### src/hdl/json_byte_tokenizer_macros.svh
// assertion macros for the json byte tokenizer
`ifndef JSON_BYTE_TOKENIZER_MACROS_SVH
`define JSON_BYTE_TOKENIZER_MACROS_SVH
`ifndef ASSERT_OFF
// same-cycle implication, checked out of reset
`define JBT_ASSERT_IMPLY(lbl, clk, rst_n, ante, cons) \
    lbl: assert property (@(posedge clk) disable iff (!(rst_n)) (ante) |-> (cons)) \
        else $error("json tokenizer: same-cycle check failed");
// next-cycle implication, checked out of reset
`define JBT_ASSERT_NEXT(lbl, clk, rst_n, ante, cons) \
    lbl: assert property (@(posedge clk) disable iff (!(rst_n)) (ante) |=> (cons)) \
        else $error("json tokenizer: next-cycle check failed");
`else
`define JBT_ASSERT_IMPLY(lbl, clk, rst_n, ante, cons)
`define JBT_ASSERT_NEXT(lbl, clk, rst_n, ante, cons)
`endif
`endif

### src/hdl/jbt_pkg.sv
// types, codes and character constants shared by the json byte tokenizer
`timescale 1ns / 1ps

package jbt_pkg;

    // result queue sizing
    localparam int MAX_RES   = 3;
    localparam int Q_DEPTH   = 4;
    localparam int Q_PTR_W   = 2;
    localparam int Q_CNT_W   = 3;

    // event codes of a result
    typedef enum logic [1:0] {
        EV_CONTENT = 2'd0,
        EV_TOKEN   = 2'd1,
        EV_ERROR   = 2'd2,
        EV_DONE    = 2'd3
    } t_event;

    // token kinds
    typedef enum logic [3:0] {
        TOK_LBRACE   = 4'd0,
        TOK_RBRACE   = 4'd1,
        TOK_LBRACKET = 4'd2,
        TOK_RBRACKET = 4'd3,
        TOK_COLON    = 4'd4,
        TOK_COMMA    = 4'd5,
        TOK_STRING   = 4'd6,
        TOK_INTEGER  = 4'd7,
        TOK_FLOAT    = 4'd8,
        TOK_TRUE     = 4'd9,
        TOK_FALSE    = 4'd10,
        TOK_NULL     = 4'd11
    } t_token;

    // scanner modes
    typedef enum logic [5:0] {
        MODE_IDLE = 6'b000001,
        MODE_STR  = 6'b000010,
        MODE_ESC  = 6'b000100,
        MODE_INT  = 6'b001000,
        MODE_FRAC = 6'b010000,
        MODE_WORD = 6'b100000
    } t_mode;

    // word choices
    localparam logic [1:0] WORD_TRUE  = 2'd0;
    localparam logic [1:0] WORD_FALSE = 2'd1;
    localparam logic [1:0] WORD_NULL  = 2'd2;

    // characters with a special role
    localparam logic [7:0] CH_QUOTE  = 8'h22;
    localparam logic [7:0] CH_BSLASH = 8'h5C;
    localparam logic [7:0] CH_SPACE  = 8'h20;
    localparam logic [7:0] CH_LF     = 8'h0A;
    localparam logic [7:0] CH_CR     = 8'h0D;
    localparam logic [7:0] CH_TAB    = 8'h09;
    localparam logic [7:0] CH_BS     = 8'h08;
    localparam logic [7:0] CH_FF     = 8'h0C;

    // input item
    typedef struct packed {
        logic [7:0] text_byte;
        logic       doc_end;
    } t_in;

    // result item
    typedef struct packed {
        logic [1:0] event_res;
        logic [3:0] token_kind;
        logic [7:0] content_byte;
        logic       is_fraction;
        logic       last_of_run;
    } t_out;

    // all results caused by one input byte
    typedef struct packed {
        logic [1:0]                count;
        t_out [MAX_RES-1:0]        res;
    } t_batch;

    // length of each keyword
    function automatic logic [2:0] word_len(input logic [1:0] ch);
        logic [2:0] len;
        case (ch)
            WORD_TRUE:  len = 3'd4;
            WORD_FALSE: len = 3'd5;
            WORD_NULL:  len = 3'd4;
            default:    len = 3'd0;
        endcase
        return len;
    endfunction

    // expected character at a position of a keyword
    function automatic logic [7:0] word_char(input logic [1:0] ch, input logic [2:0] pos);
        logic [7:0] c;
        c = 8'h00;
        case (ch)
            WORD_TRUE: begin
                case (pos)
                    3'd0:    c = "t";
                    3'd1:    c = "r";
                    3'd2:    c = "u";
                    3'd3:    c = "e";
                    default: c = 8'h00;
                endcase
            end
            WORD_FALSE: begin
                case (pos)
                    3'd0:    c = "f";
                    3'd1:    c = "a";
                    3'd2:    c = "l";
                    3'd3:    c = "s";
                    3'd4:    c = "e";
                    default: c = 8'h00;
                endcase
            end
            WORD_NULL: begin
                case (pos)
                    3'd0:    c = "n";
                    3'd1:    c = "u";
                    3'd2:    c = "l";
                    3'd3:    c = "l";
                    default: c = 8'h00;
                endcase
            end
            default: c = 8'h00;
        endcase
        return c;
    endfunction

    // build one result, last flag clear
    function automatic t_out make_res(input logic [1:0] ev, input logic [3:0] kind,
                                      input logic [7:0] val, input logic frac);
        t_out r;
        r.event_res    = ev;
        r.token_kind   = kind;
        r.content_byte = val;
        r.is_fraction  = frac;
        r.last_of_run  = 1'b0;
        return r;
    endfunction

endpackage

### src/hdl/jbt_scan.sv
// scanner state and per-byte result generation
`timescale 1ns / 1ps

module jbt_scan (
    input  logic           i_clk,
    input  logic           i_rst_n,
    input  logic           i_take,
    input  jbt_pkg::t_in   i_item,
    output jbt_pkg::t_batch o_batch
);

    jbt_pkg::t_mode r_mode, n_mode;
    logic [1:0]     r_wch, n_wch;
    logic [2:0]     r_wpos, n_wpos;
    logic           r_fnz, n_fnz;
    logic           r_err, n_err;

    // next state and the results of this byte
    always_comb begin
        logic [7:0]                        b;
        logic [1:0]                        k;
        logic                              do_idle;
        logic                              do_err;
        logic [7:0]                        esc;
        logic                              esc_ok;
        logic                              word_done;
        logic                              end_word_done;
        jbt_pkg::t_out [jbt_pkg::MAX_RES-1:0] res;

        b       = i_item.text_byte;
        n_mode  = r_mode;
        n_wch   = r_wch;
        n_wpos  = r_wpos;
        n_fnz   = r_fnz;
        n_err   = r_err;
        res     = '0;
        k       = 2'd0;
        do_idle = 1'b0;
        do_err  = 1'b0;
        esc     = 8'h00;
        esc_ok  = 1'b0;
        word_done = (r_wpos == jbt_pkg::word_len(r_wch)) && (r_wpos != 3'd0);

        if (!r_err) begin
            case (r_mode)
                jbt_pkg::MODE_STR: begin
                    if (b == jbt_pkg::CH_BSLASH) begin
                        n_mode = jbt_pkg::MODE_ESC;
                    end else if (b == jbt_pkg::CH_QUOTE) begin
                        res[k] = jbt_pkg::make_res(jbt_pkg::EV_TOKEN, jbt_pkg::TOK_STRING,
                                                   8'h00, 1'b0);
                        k = k + 2'd1;
                        n_mode = jbt_pkg::MODE_IDLE;
                    end else begin
                        res[k] = jbt_pkg::make_res(jbt_pkg::EV_CONTENT, jbt_pkg::TOK_STRING,
                                                   b, 1'b0);
                        k = k + 2'd1;
                    end
                end
                jbt_pkg::MODE_ESC: begin
                    // escape decode
                    case (b)
                        jbt_pkg::CH_QUOTE:  begin esc = jbt_pkg::CH_QUOTE;  esc_ok = 1'b1; end
                        jbt_pkg::CH_BSLASH: begin esc = jbt_pkg::CH_BSLASH; esc_ok = 1'b1; end
                        "b":                begin esc = jbt_pkg::CH_BS;     esc_ok = 1'b1; end
                        "f":                begin esc = jbt_pkg::CH_FF;     esc_ok = 1'b1; end
                        "n":                begin esc = jbt_pkg::CH_LF;     esc_ok = 1'b1; end
                        "t":                begin esc = jbt_pkg::CH_TAB;    esc_ok = 1'b1; end
                        default:            begin esc = 8'h00;              esc_ok = 1'b0; end
                    endcase
                    if (esc_ok) begin
                        res[k] = jbt_pkg::make_res(jbt_pkg::EV_CONTENT, jbt_pkg::TOK_STRING,
                                                   esc, 1'b0);
                        k = k + 2'd1;
                        n_mode = jbt_pkg::MODE_STR;
                    end else begin
                        do_err = 1'b1;
                    end
                end
                jbt_pkg::MODE_INT: begin
                    if (b inside {["0":"9"]}) begin
                        res[k] = jbt_pkg::make_res(jbt_pkg::EV_CONTENT, jbt_pkg::TOK_INTEGER,
                                                   b, 1'b0);
                        k = k + 2'd1;
                    end else if (b == ".") begin
                        n_mode = jbt_pkg::MODE_FRAC;
                    end else begin
                        res[k] = jbt_pkg::make_res(jbt_pkg::EV_TOKEN,
                                     r_fnz ? jbt_pkg::TOK_FLOAT : jbt_pkg::TOK_INTEGER,
                                     8'h00, 1'b0);
                        k = k + 2'd1;
                        do_idle = 1'b1;
                    end
                end
                jbt_pkg::MODE_FRAC: begin
                    if (b inside {["0":"9"]}) begin
                        res[k] = jbt_pkg::make_res(jbt_pkg::EV_CONTENT, jbt_pkg::TOK_INTEGER,
                                                   b, 1'b1);
                        k = k + 2'd1;
                        if (b != "0") begin
                            n_fnz = 1'b1;
                        end
                    end else begin
                        res[k] = jbt_pkg::make_res(jbt_pkg::EV_TOKEN,
                                     r_fnz ? jbt_pkg::TOK_FLOAT : jbt_pkg::TOK_INTEGER,
                                     8'h00, 1'b0);
                        k = k + 2'd1;
                        do_idle = 1'b1;
                    end
                end
                jbt_pkg::MODE_WORD: begin
                    if (b inside {"t", "r", "u", "e", "f", "a", "l", "s", "n"}) begin
                        if ((r_wpos < jbt_pkg::word_len(r_wch)) &&
                            (jbt_pkg::word_char(r_wch, r_wpos) == b)) begin
                            n_wpos = r_wpos + 3'd1;
                        end else begin
                            do_err = 1'b1;
                        end
                    end else if (word_done) begin
                        res[k] = jbt_pkg::make_res(jbt_pkg::EV_TOKEN,
                                     4'(jbt_pkg::TOK_TRUE) + {2'b00, r_wch}, 8'h00, 1'b0);
                        k = k + 2'd1;
                        do_idle = 1'b1;
                    end else begin
                        do_err = 1'b1;
                    end
                end
                default: begin
                    do_idle = 1'b1;
                end
            endcase

            // byte seen from idle, also after a number or word closes
            if (do_idle) begin
                n_mode = jbt_pkg::MODE_IDLE;
                case (b)
                    jbt_pkg::CH_SPACE, jbt_pkg::CH_LF, jbt_pkg::CH_CR, jbt_pkg::CH_TAB: begin
                    end
                    "{": begin
                        res[k] = jbt_pkg::make_res(jbt_pkg::EV_TOKEN, jbt_pkg::TOK_LBRACE,
                                                   8'h00, 1'b0);
                        k = k + 2'd1;
                    end
                    "}": begin
                        res[k] = jbt_pkg::make_res(jbt_pkg::EV_TOKEN, jbt_pkg::TOK_RBRACE,
                                                   8'h00, 1'b0);
                        k = k + 2'd1;
                    end
                    "[": begin
                        res[k] = jbt_pkg::make_res(jbt_pkg::EV_TOKEN, jbt_pkg::TOK_LBRACKET,
                                                   8'h00, 1'b0);
                        k = k + 2'd1;
                    end
                    "]": begin
                        res[k] = jbt_pkg::make_res(jbt_pkg::EV_TOKEN, jbt_pkg::TOK_RBRACKET,
                                                   8'h00, 1'b0);
                        k = k + 2'd1;
                    end
                    ":": begin
                        res[k] = jbt_pkg::make_res(jbt_pkg::EV_TOKEN, jbt_pkg::TOK_COLON,
                                                   8'h00, 1'b0);
                        k = k + 2'd1;
                    end
                    ",": begin
                        res[k] = jbt_pkg::make_res(jbt_pkg::EV_TOKEN, jbt_pkg::TOK_COMMA,
                                                   8'h00, 1'b0);
                        k = k + 2'd1;
                    end
                    jbt_pkg::CH_QUOTE: begin
                        n_mode = jbt_pkg::MODE_STR;
                    end
                    "t": begin
                        n_wch  = jbt_pkg::WORD_TRUE;
                        n_wpos = 3'd1;
                        n_mode = jbt_pkg::MODE_WORD;
                    end
                    "f": begin
                        n_wch  = jbt_pkg::WORD_FALSE;
                        n_wpos = 3'd1;
                        n_mode = jbt_pkg::MODE_WORD;
                    end
                    "n": begin
                        n_wch  = jbt_pkg::WORD_NULL;
                        n_wpos = 3'd1;
                        n_mode = jbt_pkg::MODE_WORD;
                    end
                    default: begin
                        if ((b inside {["0":"9"]}) || (b == "-")) begin
                            res[k] = jbt_pkg::make_res(jbt_pkg::EV_CONTENT,
                                                       jbt_pkg::TOK_INTEGER, b, 1'b0);
                            k = k + 2'd1;
                            n_fnz  = 1'b0;
                            n_mode = jbt_pkg::MODE_INT;
                        end else begin
                            do_err = 1'b1;
                        end
                    end
                endcase
            end

            // fresh error latches and reports once
            if (do_err) begin
                n_err  = 1'b1;
                n_mode = jbt_pkg::MODE_IDLE;
                res[k] = jbt_pkg::make_res(jbt_pkg::EV_ERROR, jbt_pkg::TOK_LBRACE,
                                           8'h00, 1'b0);
                k = k + 2'd1;
            end
        end

        // end of document report and return to reset state
        end_word_done = (n_wpos == jbt_pkg::word_len(n_wch)) && (n_wpos != 3'd0);
        if (i_item.doc_end) begin
            if (r_err) begin
                res[k] = jbt_pkg::make_res(jbt_pkg::EV_ERROR, jbt_pkg::TOK_LBRACE,
                                           8'h00, 1'b0);
                k = k + 2'd1;
            end else if (!n_err) begin
                case (n_mode)
                    jbt_pkg::MODE_STR, jbt_pkg::MODE_ESC: begin
                        res[k] = jbt_pkg::make_res(jbt_pkg::EV_ERROR, jbt_pkg::TOK_LBRACE,
                                                   8'h00, 1'b0);
                        k = k + 2'd1;
                    end
                    jbt_pkg::MODE_INT, jbt_pkg::MODE_FRAC: begin
                        res[k] = jbt_pkg::make_res(jbt_pkg::EV_DONE,
                                     n_fnz ? jbt_pkg::TOK_FLOAT : jbt_pkg::TOK_INTEGER,
                                     8'h01, 1'b0);
                        k = k + 2'd1;
                    end
                    jbt_pkg::MODE_WORD: begin
                        if (end_word_done) begin
                            res[k] = jbt_pkg::make_res(jbt_pkg::EV_DONE,
                                         4'(jbt_pkg::TOK_TRUE) + {2'b00, n_wch},
                                         8'h01, 1'b0);
                        end else begin
                            res[k] = jbt_pkg::make_res(jbt_pkg::EV_ERROR,
                                         jbt_pkg::TOK_LBRACE, 8'h00, 1'b0);
                        end
                        k = k + 2'd1;
                    end
                    default: begin
                        res[k] = jbt_pkg::make_res(jbt_pkg::EV_DONE, jbt_pkg::TOK_LBRACE,
                                                   8'h00, 1'b0);
                        k = k + 2'd1;
                    end
                endcase
            end
            n_mode = jbt_pkg::MODE_IDLE;
            n_wch  = jbt_pkg::WORD_TRUE;
            n_wpos = 3'd0;
            n_fnz  = 1'b0;
            n_err  = 1'b0;
        end

        // flag the final result of this byte
        if (k != 2'd0) begin
            res[k - 2'd1].last_of_run = 1'b1;
        end

        o_batch.count = k;
        o_batch.res   = res;
    end

    // scanner state, advanced on each input transfer
    always_ff @(posedge i_clk) begin
        if (!i_rst_n) begin
            r_mode <= jbt_pkg::MODE_IDLE;
            r_wch  <= jbt_pkg::WORD_TRUE;
            r_wpos <= 3'd0;
            r_fnz  <= 1'b0;
            r_err  <= 1'b0;
        end else if (i_take) begin
            r_mode <= n_mode;
            r_wch  <= n_wch;
            r_wpos <= n_wpos;
            r_fnz  <= n_fnz;
            r_err  <= n_err;
        end
    end

endmodule

### src/hdl/jbt_rq.sv
// result queue: takes up to three results a cycle, hands out one
`timescale 1ns / 1ps

module jbt_rq (
    input  logic            i_clk,
    input  logic            i_rst_n,
    input  logic            i_push,
    input  jbt_pkg::t_batch i_batch,
    input  logic            i_pop_ready,
    output logic            o_valid,
    output logic            o_room,
    output jbt_pkg::t_out   o_data
);

    jbt_pkg::t_out                  r_mem [jbt_pkg::Q_DEPTH];
    logic [jbt_pkg::Q_PTR_W-1:0]    r_wr, n_wr;
    logic [jbt_pkg::Q_PTR_W-1:0]    r_rd, n_rd;
    logic [jbt_pkg::Q_CNT_W-1:0]    r_count, n_count;
    logic                           w_pop;
    logic [jbt_pkg::Q_CNT_W-1:0]    w_add;

    // status and head of queue
    assign o_valid = (r_count != '0);
    assign o_room  = (r_count <= jbt_pkg::Q_CNT_W'(jbt_pkg::Q_DEPTH - jbt_pkg::MAX_RES));
    assign o_data  = r_mem[r_rd];
    assign w_pop   = o_valid && i_pop_ready;
    assign w_add   = i_push ? jbt_pkg::Q_CNT_W'(i_batch.count) : '0;

    // pointer and fill arithmetic
    always_comb begin
        n_wr    = r_wr + jbt_pkg::Q_PTR_W'(w_add);
        n_rd    = w_pop ? r_rd + 1'b1 : r_rd;
        n_count = r_count + w_add - (w_pop ? jbt_pkg::Q_CNT_W'(1) : '0);
    end

    // control registers
    always_ff @(posedge i_clk) begin
        if (!i_rst_n) begin
            r_wr    <= '0;
            r_rd    <= '0;
            r_count <= '0;
        end else begin
            r_wr    <= n_wr;
            r_rd    <= n_rd;
            r_count <= n_count;
        end
    end

    // result storage, one slot per result of the batch
    always_ff @(posedge i_clk) begin
        for (int j = 0; j < jbt_pkg::MAX_RES; j++) begin
            if (i_push && (j < int'(i_batch.count))) begin
                r_mem[r_wr + jbt_pkg::Q_PTR_W'(j)] <= i_batch.res[j];
            end
        end
    end

endmodule

### src/hdl/json_byte_tokenizer.sv
// top level of the streaming json byte tokenizer
`timescale 1ns / 1ps
`include "json_byte_tokenizer_macros.svh"

// Streaming JSON tokenizer: one text byte is taken per transfer and every
// byte is handled in the cycle it is taken, so a steady stream runs at one
// byte per clock while the output is ready. Each byte yields zero to three
// results (content bytes, token completions, an error or a document-end
// report); they enter a four-slot result queue and leave it one per cycle
// while the output is ready. The input side is ready while the queue
// holds at most one result, so single-result bytes flow back to back; a
// byte with two or three results holds the input while the queue drains,
// which sets the long-term rate. Errors stick until a document-end byte.
module json_byte_tokenizer (
    input  logic           i_clk,
    input  logic           i_rst_n,
    input  logic           i_in_valid,
    output logic           o_in_ready,
    input  jbt_pkg::t_in   i_in_data,
    output logic           o_out_valid,
    input  logic           i_out_ready,
    output jbt_pkg::t_out  o_out_data
);

    logic            w_take;
    jbt_pkg::t_batch w_batch;

    // input transfer
    assign w_take = i_in_valid && o_in_ready;

    // byte scanner
    jbt_scan u_scan (
        .i_clk   (i_clk),
        .i_rst_n (i_rst_n),
        .i_take  (w_take),
        .i_item  (i_in_data),
        .o_batch (w_batch)
    );

    // result queue
    jbt_rq u_rq (
        .i_clk       (i_clk),
        .i_rst_n     (i_rst_n),
        .i_push      (w_take),
        .i_batch     (w_batch),
        .i_pop_ready (i_out_ready),
        .o_valid     (o_out_valid),
        .o_room      (o_in_ready),
        .o_data      (o_out_data)
    );

    // a document end always reports something
    `JBT_ASSERT_IMPLY(a_end_reports, i_clk, i_rst_n, w_take && i_in_data.doc_end, w_batch.count != 2'd0)
    // that report is queued for transfer by the next cycle
    `JBT_ASSERT_NEXT(a_end_queued, i_clk, i_rst_n, w_take && i_in_data.doc_end, o_out_valid)
    // input only stalls while results wait
    `JBT_ASSERT_IMPLY(a_stall_has_results, i_clk, i_rst_n, !o_in_ready, o_out_valid)

endmodule
### config.mk
export PLATFORM = sky130hd
export DESIGN_NAME = json_byte_tokenizer
export DESIGN_NICKNAME = d
export VERILOG_FILES = /design/src/hdl/jbt_pkg.sv /design/src/hdl/jbt_scan.sv /design/src/hdl/jbt_rq.sv /design/src/hdl/json_byte_tokenizer.sv
export VERILOG_INCLUDE_DIRS = /design/src /design/src/hdl
export SDC_FILE = /design/constraint.sdc
export NUM_CORES = 1
export LEC_CHECK = 0
export BUFFER_PORTS_ARGS = -buffer_cell sky130_fd_sc_hd__buf_2
export CORE_AREA = 3 3 147 78
export CTS_BUF_LIST = sky130_fd_sc_hd__clkbuf_4
export DETAILED_ROUTE_END_ITERATION = 10
export DIE_AREA = 0 0 150 81
export GPL_TIMING_DRIVEN = 1
export PLACE_DENSITY = 0.91
export SLEW_MARGIN = 25
export SYNTH_ARGS = -nofsm -noshare
export SYNTH_HDL_FRONTEND = slang
export SYNTH_SLANG_ARGS = --single-unit
### constraint.sdc
create_clock -name i_clk -period 6.6 [get_ports i_clk]
set_clock_uncertainty 0.15 [all_clocks]
set_input_delay 0 -clock i_clk [delete_from_list [all_inputs] [get_ports i_clk]]
set_output_delay 0 -clock i_clk [all_outputs]
set_load 0.03 [all_outputs]
==> results of run 1 <==
## where the power goes
part | switching, mW | internal (mW)
sequential | 0.0619 | 0.664
combinational | 0.389 | 0.211
clock | 0.216 | 0.160
## cell families (layout without fill, tap and decap cells)
group	count (synthesis)	after routing	share of synthesized area, %
other	0	1	0
adders and majority gates	24	24	4.675
DFF	86	86	35.88
xor gates and xnor gates	12	12	1.596
muxes	17	17	5.625
AOI/OAI and AO/OA	230	230	23.81
and+or+nand+nor	297	297	23.64
buffers and inverters	75	91	4.770
## what timing repair did
action                    in CTS  in global routing
hold endpoints to repair      26                  0
hold buffers                   7                  0
setup buffers                  0                  0
## cell usage in the layout, fill, tap and decap left out, types with 11 or more instances in the layout
| cell type | synthesis | layout |
|---|---|---|
| nand3_1 | 20 | 20 |
| dfxtp_1 | 22 | 21 |
| nor2b_1 | 13 | 13 |
| o211ai_1 | 15 | 15 |
| a22oi_1 | 19 | 19 |
| o221ai_1 | 14 | 14 |
| o21ai_1 | 10 | 11 |
| edfxtp_1 | 64 | 64 |
| mux4_2 | 16 | 16 |
| nand2_1 | 75 | 75 |
| nor2_1 | 70 | 70 |
| a21oi_1 | 44 | 44 |
| and2_1 | 16 | 16 |
| ha_1 | 23 | 23 |
| buf_2 | 23 | 30 |
| inv_1 | 23 | 23 |
| o21ai_0 | 29 | 28 |
| o22ai_1 | 25 | 25 |
| nor3_1 | 29 | 29 |
## cell type report
type / count / area [um2]
Tap cell: 140 / 175.2
Antenna cell: 1 / 2.502
Clock buffer: 9 / 67.56
Sequential cell: 86 / 2364
Inverter: 28 / 105.1
Fill cell: 784 / 3115
Clock inverter: 7 / 102.6
Multi-Input combinational cell: 580 / 3923
Timing Repair Buffer: 47 / 295.3
## worst register-to-register path, stage by stage (launching register included)
cell and delay (ns):
dfxtp_1 0.46, inv_1 0.09, ha_1 0.25, ha_1 0.30
o2111ai_1 0.14, or3_1 0.40, nor2_1 0.41, nor3_1 0.25
inv_2 0.17, ha_1 0.24, a32oi_1 0.20, o2bb2ai_2 0.15
ha_1 0.38, a211oi_1 0.20, and2_1 0.41, inv_2 0.17
ha_1 0.38, fa_1 0.47, xor2_1 0.17, xnor2_1 0.13
and2_1 0.17
## path summary, 6_finish.rpt
kind	endpoint	start	slack [ns]	depth (start not counted)
worst min-delay path	u_rq.r_mem[1][5]	i_in_data[4]	0.02	3
worst min register to register	u_scan.r_wpos[1]	u_scan.r_wpos[1]	0.43	2
worst max register to register	u_rq.r_count[2]	u_scan.r_wch[1]	0.81	20
worst max-delay path	u_rq.r_count[2]	u_scan.r_wch[1]	0.81	20
## state kept, by name, indices dropped and copies added, names as in the netlist, named ones only
register	flops
u_scan.r_wch	2
u_rq.r_wr	2
u_scan.r_mode	6
u_scan.r_wpos	3
u_rq.r_mem	64
u_rq.r_rd	2
u_scan.r_fnz	1
u_rq.r_count	3
u_scan.r_err	1
## synthesized netlist by cell type (4+ instances only)
library cell  instances  area share, %
a211oi_1              7           0.80
a21boi_0              6           0.68
a21o_1                4           0.46
a21oi_1              44            3.3
a22oi_1              19            2.2
a31oi_1               5           0.48
and2_1               16            1.5
and3_1                8           0.76
buf_2                23            1.7
clkbuf_1             20            1.1
dfxtp_1              22            6.7
edfxtp_1             64             29
ha_1                 23            4.4
inv_1                23            1.3
inv_2                 4           0.23
mux4_2               16            5.5
nand2_1              75            4.3
nand2b_1              7           0.67
nand3_1              20            1.5
nand4b_1              8            1.1
nor2_1               70            4.0
nor2b_1              13            1.2
nor3_1               29            2.2
nor4_1                8           0.76
o211ai_1             15            1.7
o21a_1                8           0.91
o21ai_0              29            2.2
o21ai_1              10           0.76
o221ai_1             14            1.9
o22ai_1              25            2.4
o31ai_1               8           0.91
or4_1                 6           0.68
xnor2_1               6           0.80
xor2_1                6           0.80
## per-layer routing
| layer | vias to the layer above | part of all wire [%] | GRT usage, % |
|---|---|---|---|
| met5 | - | 0 | 0 |
| met4 | 0 | 4.0 | 12.96 |
| met3 | 112 | 14 | 8.974 |
| met2 | 630 | 44 | 56.12 |
| met1 | 3027 | 38 | 46.76 |
| li1 | 2870 | - | - |
## stage by stage
| stage | util (%) | std cells |
|---|---|---|
| 6_report | 69.30 | 898 |
| 4_1_cts | 69.28 | 897 |
| 5_1_grt | 69.30 | 898 |
| 2_1_floorplan | - | 741 |
| 3_5_place_dp | 66.91 | 874 |
| 3_3_place_gp | 66.90 | 874 |
==> impl_metrics.json, run 1 <==
{
  "dp_hpwl_um": 14720,
  "ys_types": 86,
  "cts_tree": "done",
  "drtAntennaViolNets": 0,
  "cap_violations": 0,
  "path_buf_inv": 3,
  "ys_seq_area_share_pct": 35.88,
  "cts-root-buf": "clkbuf_4",
  "post_cts_resized": 0,
  "fmax_ghz": 0.1726,
  "drive_gt1_share_pct": 13.34,
  "power.total_mw": 1.701,
  "fin_crit_sh_pct": 87.79,
  "outcome": "completed",
  "drt_wl_total_um": 21030,
  "timing.final.max_slew_violations": 0,
  "insertion_delay_ns": 0.46,
  "drtIter0Drc": 1250,
  "netlist_instances": 741,
  "cts.htree.levels": 3,
  "synth_area_um2": 6584,
  "avgSynthCellArea_um2": 8.885,
  "crit_fanout": 11,
  "cts_buffers": 9,
  "cts.sinks": 86,
  "firstDrtPassIters": 9,
  "path_delay_family": "adder cells",
  "die_h_um": 81,
  "rsz0062_at_grt": "false",
  "fin_setup_tns_ns": 0,
  "nets": 789,
  "cts_max_path_buffers": 2,
  "antenna_found_initial": 1,
  "boundaryPins": 31,
  "synth_warnings": 0,
  "hold_ws_ns": 0.02496,
  "cp-end-kind": "flip-flop",
  "path_cells": "inv_1 -> ha_1 -> ha_1 -> o2111ai_1 -> or3_1 -> nor2_1 -> nor3_1 -> inv_2 -> ha_1 -> a32oi_1 -> o2bb2ai_2 -> ha_1 -> a211oi_1 -> and2_1 -> inv_2 -> ha_1 -> fa_1 -> xor2_1 -> xnor2_1 -> and2_1",
  "slowest_delay_ns": 0.47,
  "hold_path_class": "in2reg",
  "grt_pass1_vias": 6125,
  "synthesis.nets": 778,
  "syn2layout_area_growth_pct": 6.842,
  "cpMostUsedCell": "ha_1",
  "report.final.setup_viol": 0,
  "pre_cts_slack_ns": 1.079,
  "clkSlewWorstSetupHoldPaths_ns": 0.17,
  "hold_violations": 0,
  "timing.slew.headroom_pct": 38.48,
  "design_area_um2": 7034,
  "grtUsageTotal_pct": 35.10,
  "drc": 0,
  "postPlaceCellArea_um2": 6792,
  "synth-edff-count": 64,
  "ys_seq_elements": 86,
  "grt-ovfl-total": 0,
  "crit_slowest_cell": "fa_1",
  "coreArea_um2": 10150,
  "vias": 6639,
  "wl_per_cell_um": 23.42,
  "worst_slew_pin_slew_ns": 0.9195,
  "p_leak_nw": 2.432,
  "path_class": "reg2reg",
  "worst_setup_path_start_kind": "flip-flop",
  "worstPathArrival_ns": 6.00,
  "ys.flop_type": "edfxtp_1",
  "die_x_um": 150,
  "initial_utilization_pct": 64.87,
  "grt_max_degree": 32,
  "die_area_um2": 12150,
  "required_ns": 6.80,
  "grt_pass1_wl_um": 33200,
  "min_period_ns": 5.794,
  "p_per_area_nw_per_um2": 241.8,
  "port_buffers": 30,
  "setup_ws_ns": 0.8056,
  "gp_congestion": 1.007,
  "avgViaCountPerCell": 7.393,
  "synthArstFlopShare_pct": 0,
  "peakVddDrop_v": 0.0001323,
  "rows": 26
}
No activity file was read; power rests on OpenSTA's default activity.
==> run 2: changes to the inputs <==
--- a/config.mk
+++ b/config.mk
@@ -12,7 +12,7 @@
 export DETAILED_ROUTE_END_ITERATION = 10
 export DIE_AREA = 0 0 150 81
 export GPL_TIMING_DRIVEN = 1
-export PLACE_DENSITY = 0.91
+export PLACE_DENSITY = 0.82
 export SLEW_MARGIN = 25
 export SYNTH_ARGS = -nofsm -noshare
 export SYNTH_HDL_FRONTEND = slang
==> run 2 against run 1 <==
  * Final area shrank 0.59%
  * Sequential power is essentially flat
  * Highest routed layer unchanged
  * Routed wire length shrank 0.24%
  * Fmax grew 1.8%
  * Combinational power shrank 2%
  * Core utilization shrank 0.41 points
  * First-iteration DRC count shrank 9.8%
  * Total power shrank 3.5%
  * Sequential share of layout area grew 0.20 points
  * Via count shrank 2.7%
==> impl_metrics.json, run 2 (synthesis gave the netlist of run 1 again) <==
{
  "outcome": "completed",
  "timing.slew.headroom_pct": 37.12,
  "drt_wl_total_um": 20980,
  "cp-end-kind": "flip-flop",
  "path_class": "reg2reg",
  "die_area_um2": 12150,
  "rsz0062_at_grt": "false",
  "switchingPower_mw": 0.6496,
  "required_ns": 6.62,
  "dp_hpwl_um": 15620,
  "setup_ws_ns": 0.9065,
  "min_period_ns": 5.693,
  "crit_fanout": 13,
  "multi_input_area_um2": 3923,
  "cts_tree": "done",
  "worstPathArrival_ns": 5.71,
  "final_cell_mix": "nand2_1 (75), nor2_1 (70), edfxtp_1 (64)",
  "p_leak_nw": 2.407,
  "layout_commonest_cell": "nand2_1",
  "hold_path_class": "in2reg",
  "grt_pass1_vias": 6015,
  "drc": 0,
  "regArea_um2": 2364,
  "antenna_found_initial": 0,
  "drtAntennaViolNets": 0,
  "firstDrtPassIters": 5,
  "netSwitchingFraction_pct": 39.57,
  "pwr-share-clk_pct": 19.8,
  "drtIter0Drc": 1128,
  "worst_setup_path_start_kind": "flip-flop",
  "combPwrFrac_pct": 35.9,
  "timing.final.max_slew_violations": 0,
  "cts_buffers": 9,
  "die_h_um": 81,
  "postPlaceCellArea_um2": 6784,
  "cts.sinks": 86,
  "cts.htree.levels": 3,
  "grt_pass1_wl_um": 32990,
  "hold_violations": 0,
  "cts_hold_buf": 7,
  "regMostFlops": "u_rq.r_mem",
  "cts-root-buf": "clkbuf_4",
  "report.final.setup_viol": 0,
  "fin_crit_sh_pct": 86.26,
  "wl_per_cell_um": 23.44,
  "clkSlewWorstSetupHoldPaths_ns": 0.16,
  "cts_max_path_buffers": 2,
  "n_antenna_cell": 0,
  "vias": 6459,
  "avgViaCountPerCell": 7.217,
  "initial_utilization_pct": 64.87,
  "post_cts_buffers": 0,
  "gp_congestion": 1.008,
  "post_cts_resized": 0,
  "drive_gt1_share_pct": 13.11,
  "grt-ovfl-total": 0,
  "grt_max_degree": 32,
  "fmax_ghz": 0.1756,
  "nets": 788,
  "rows": 26,
  "coreArea_um2": 10150,
  "design_area_um2": 6993,
  "grtUsageTotal_pct": 35.41,
  "largest_register_ffs": 64,
  "cap_violations": 0,
  "p_per_area_nw_per_um2": 234.8,
  "nFillCells": 808,
  "die_x_um": 150,
  "reg_top3": "u_rq.r_mem: 64 flops, u_scan.r_mode: 6 flops",
  "pre_cts_slack_ns": 1.129,
  "boundaryPins": 31,
  "insertion_delay_ns": 0.47,
  "p_seq_share_pct": 44.3,
  "peakVddDrop_v": 0.0001131,
  "p_int_mw": 0.9922,
  "worst_slew_pin_slew_ns": 0.9398,
  "fin_setup_tns_ns": 0,
  "syn2layout_area_growth_pct": 6.214,
  "power.total_mw": 1.642,
  "port_buffers": 30
}
-- run 2: cell types whose count changed in the layout (fill, tap and decap cells not counted), sizes merged --
| cell | delta |
|---|---|
| diode | -1 |
| clkinvlp | +1 |
| clkinv | +1 |
| bufinv | -1 |
| buf | -1 |
| inv | -2 |
-- run 2: metal layers --
layer / up-vias / wire [um] / part of all wire [%] / GRT usage [%]
met3: 82 / 2744 / 13 / 10.14
met1: 3015 / 8347 / 40 / 47.44
met4: 0 / 650 / 3.1 / 13.69
met5: - / 0 / 0 / 0
met2: 498 / 9238 / 44 / 55.05
li1: 2864 / - / - / -
-- run 2: final cells by class --
cell class / instances / area share [%]
clock inverter: 6 / 1.020
inverter: 28 / 1.503
multi-input combinational: 580 / 56.09
timing repair buffer: 46 / 4.115
clock buffer: 9 / 0.9662
sequential: 86 / 33.80
tap: 140 / 2.505
-- run 2: final timing paths --
check | start | end | slack, ns | cells past startpoint
worst min register to register | u_rq.r_count[2] | u_rq.r_count[2] | 0.47 | 2
worst min-delay path | i_in_data[5] | u_rq.r_mem[1][6] | 0.01 | 3
worst max register to register | u_scan.r_wch[1] | u_rq.r_mem[0][11] | 0.91 | 18
worst max-delay path | u_scan.r_wch[1] | u_rq.r_mem[0][11] | 0.91 | 18
-- run 2: power by group through the flow --
stage,combinational [mW],sequential [mW],clock [mW]
floorplan,0.457,0.691,0
global placement,0.563,0.731,0
detailed placement,0.577,0.738,0
CTS,0.583,0.726,0.319
global route,0.631,0.736,0.341
finish,0.590,0.727,0.325
-- run 2: per-stage QoR --
step	utilization (%)	hold WS [ns]	std cells
floorplan	-	-0.00009415	741
global placement	66.83	0.1257	873
detailed placement	66.84	0.1339	873
CTS	68.90	0.0008383	895
global route	68.90	0.03696	895
finish	68.90	0.01111	895
-- run 2: critical path: stages, from the launching register on --
cell and delay (ns):
dfxtp_1 0.46, inv_1 0.09, ha_1 0.26, ha_1 0.31, o2111ai_1 0.11, or3_1 0.17, nor2_1 0.12, nor3_1 0.62
inv_2 0.16, ha_1 0.32, a32oi_1 0.07, o2bb2ai_2 0.36, inv_2 0.18, nor4_1 0.40, nor3b_2 0.22, nor2_1 0.24
nor2_1 0.17, o31ai_2 0.64, buf_4 0.34
==> run 3: changes to the inputs <==
--- a/config.mk
+++ b/config.mk
@@ -7,12 +7,14 @@
 export NUM_CORES = 1
 export LEC_CHECK = 0
 export BUFFER_PORTS_ARGS = -buffer_cell sky130_fd_sc_hd__buf_2
-export CORE_AREA = 3 3 147 78
+export CELL_PAD_IN_SITES_DETAIL_PLACEMENT = 1
+export CELL_PAD_IN_SITES_GLOBAL_PLACEMENT = 2
+export CORE_AREA = 3 3 186 97
 export CTS_BUF_LIST = sky130_fd_sc_hd__clkbuf_4
 export DETAILED_ROUTE_END_ITERATION = 10
-export DIE_AREA = 0 0 150 81
+export DIE_AREA = 0 0 189 100
 export GPL_TIMING_DRIVEN = 1
-export PLACE_DENSITY = 0.82
+export PLACE_DENSITY_LB_ADDON = 0.1
 export SLEW_MARGIN = 25
 export SYNTH_ARGS = -nofsm -noshare
 export SYNTH_HDL_FRONTEND = slang
==> run 3 against run 2 <==
  * Combinational power is 4.9% higher
  * Largest cell class unchanged
  * Die area is 56% higher
  * Sequential share of layout area is 0.84 points lower
  * Non-clock buffer count is 7 higher
  * Global-route usage is 10 points lower
  * Critical path depth is 1 lower
  * Final area is 2.5% higher
  * Clock power is 6% higher
  * Critical endpoint is now u_rq.r_mem[0][5]
  * Sequential power is 3.6% lower
  * Fmax is 3.8% lower
  * Via count is 5.3% lower
==> impl_metrics.json, run 3 (synthesis gave the netlist of run 1 again) <==
{
  "outcome": "completed",
  "clkSlewWorstSetupHoldPaths_ns": 0.17,
  "largest_register_ffs": 64,
  "die_x_um": 189,
  "fin_crit_sh_pct": 89.68,
  "syn2layout_area_growth_pct": 8.875,
  "final_cell_mix": "nand2_1 (75), nor2_1 (70), edfxtp_1 (64)",
  "dp_hpwl_um": 17290,
  "worst_setup_path_start_kind": "flip-flop",
  "cts-root-buf": "clkbuf_4",
  "cts_tree": "done",
  "drt_wl_total_um": 23090,
  "timing.final.max_slew_violations": 0,
  "hold_violations": 0,
  "wl_per_cell_um": 23.33,
  "insertion_delay_ns": 0.48,
  "die_h_um": 100,
  "die_area_um2": 18900,
  "reg_top3": "u_rq.r_mem: 64 flops, u_scan.r_mode: 6 flops",
  "min_period_ns": 5.919,
  "cts_buffers": 9,
  "avgViaCountPerCell": 6.178,
  "p_leak_nw": 2.443,
  "grt_max_degree": 32,
  "vias": 6116,
  "combPwrFrac_pct": 37.2,
  "cp-end-kind": "flip-flop",
  "crit_fanout": 11,
  "grt-ovfl-total": 0,
  "timing.slew.headroom_pct": 34.35,
  "drtIter0Drc": 500,
  "drc": 0,
  "drtAntennaViolNets": 0,
  "report.final.setup_viol": 0,
  "drive_gt1_share_pct": 13.76,
  "gp_congestion": 0.9109,
  "peakVddDrop_v": 0.0001678,
  "firstDrtPassIters": 8,
  "cts.sinks": 86,
  "required_ns": 6.63,
  "coreArea_um2": 16390,
  "grtUsageTotal_pct": 25.08,
  "port_buffers": 30,
  "antenna_found_initial": 0,
  "p_int_mw": 1.002,
  "grt_pass1_vias": 6226,
  "min_path_cells": 3,
  "rrSetupSlack_ns": 0.68,
  "rows": 33,
  "netSwitchingFraction_pct": 39.77,
  "boundaryPins": 31,
  "layout_commonest_cell": "nand2_1",
  "switchingPower_mw": 0.6617,
  "worstPathArrival_ns": 5.95,
  "cts.htree.levels": 3,
  "rsz0062_at_grt": "false",
  "hold_path_class": "in2reg",
  "post_cts_resized": 0,
  "grt_pass1_wl_um": 36740,
  "post_cts_buffers": 0,
  "initial_utilization_pct": 40.16,
  "regMostFlops": "u_rq.r_mem",
  "power.total_mw": 1.664,
  "n_antenna_cell": 0,
  "p_seq_share_pct": 42.1,
  "reg2reg_depth": 17,
  "p_per_area_nw_per_um2": 232.1,
  "cap_violations": 0,
  "pwr-share-clk_pct": 20.6,
  "cts_max_path_buffers": 2,
  "fin_setup_tns_ns": 0,
  "path_class": "reg2reg",
  "fmax_ghz": 0.1689,
  "nets": 795,
  "worst_slew_pin_slew_ns": 0.9788
}
-- run 3: cell count changes in the layout (fill, tap and decap cells not counted), sizes merged --
| cell | change |
|---|---|
| clkinvlp | +1 |
| buf | +5 |
| clkinv | -1 |
| dlygate4sd3 | +2 |
| clkbuf | +1 |
-- run 3: worst paths after layout --
path | start | endpoint
max | u_scan.r_wch[1] | u_rq.r_mem[0][5]
min | i_in_data[3] | u_rq.r_mem[2][4]
max reg2reg | u_scan.r_wch[1] | u_rq.r_mem[0][5]
min reg2reg | u_scan.r_wpos[1] | u_scan.r_wpos[1]
-- run 3: repair_timing --
| action | 4_1_cts | 5_1_grt |
|---|---|---|
| hold endpoints to repair | 29 | 0 |
| hold buffers | 9 | 0 |
| setup endpoints to repair | 0 | 0 |
-- run 3: final cells by class --
type | instances | area [um2]
Tap cell | 227 | 284.0
Fill cell | 1973 | 9224
Clock inverter | 6 | 70.07
Inverter | 28 | 105.1
Sequential cell | 86 | 2362
Timing Repair Buffer | 53 | 345.3
Multi-Input combinational cell | 580 | 3926
Clock buffer | 10 | 75.07
-- run 3: through the flow --
| stage | hold slack, ns | std cells | area, um2 | utilization, % | setup slack [ns] |
|---|---|---|---|---|---|
| 6_report | 0.06491 | 990 | 7168 | 43.73 | 0.6810 |
| 3_3_place_gp | 0.1368 | 965 | 6929 | 42.27 | 0.9756 |
| 3_5_place_dp | 0.1406 | 965 | 6929 | 42.27 | 0.7596 |
| 5_1_grt | 0.06934 | 990 | 7168 | 43.73 | 0.2438 |
| 2_1_floorplan | -0.00009415 | 741 | 6584 | - | 1.219 |
| 4_1_cts | 0.01726 | 990 | 7164 | 43.71 | 0.6285 |
-- run 3: critical path: stages (launching register included) --
cell and delay [ns]:
dfxtp_1 0.46, inv_1 0.09, ha_1 0.26, ha_1 0.30, o2111ai_1 0.12, or3_1 0.39, nor2_1 0.43, nor3_1 0.27
inv_2 0.17, ha_1 0.24, a32oi_1 0.21, o2bb2ai_2 0.16, ha_1 0.38, a211oi_1 0.22, and2_1 0.40, nor2_1 0.20
o31ai_2 0.82, buf_4 0.32
-- run 3: layer usage --
metal	vias up	GRT usage (%)	routed length (um)	share of wire (%)
met1	3023	35.73	11170	48
met5	-	0	0	0
met4	0	6.289	385	1.7
li1	2873	-	-	-
met2	191	38.43	10110	44
met3	29	6.246	1427	6.2
-- run 3: power groups by stage --
stage | clock, mW | sequential [mW] | combinational, mW
6_report | 0.343 | 0.701 | 0.619
5_1_grt | 0.376 | 0.709 | 0.675
4_1_cts | 0.351 | 0.702 | 0.622
3_5_place_dp | 0 | 0.715 | 0.616
3_3_place_gp | 0 | 0.710 | 0.609
2_1_floorplan | 0 | 0.691 | 0.457
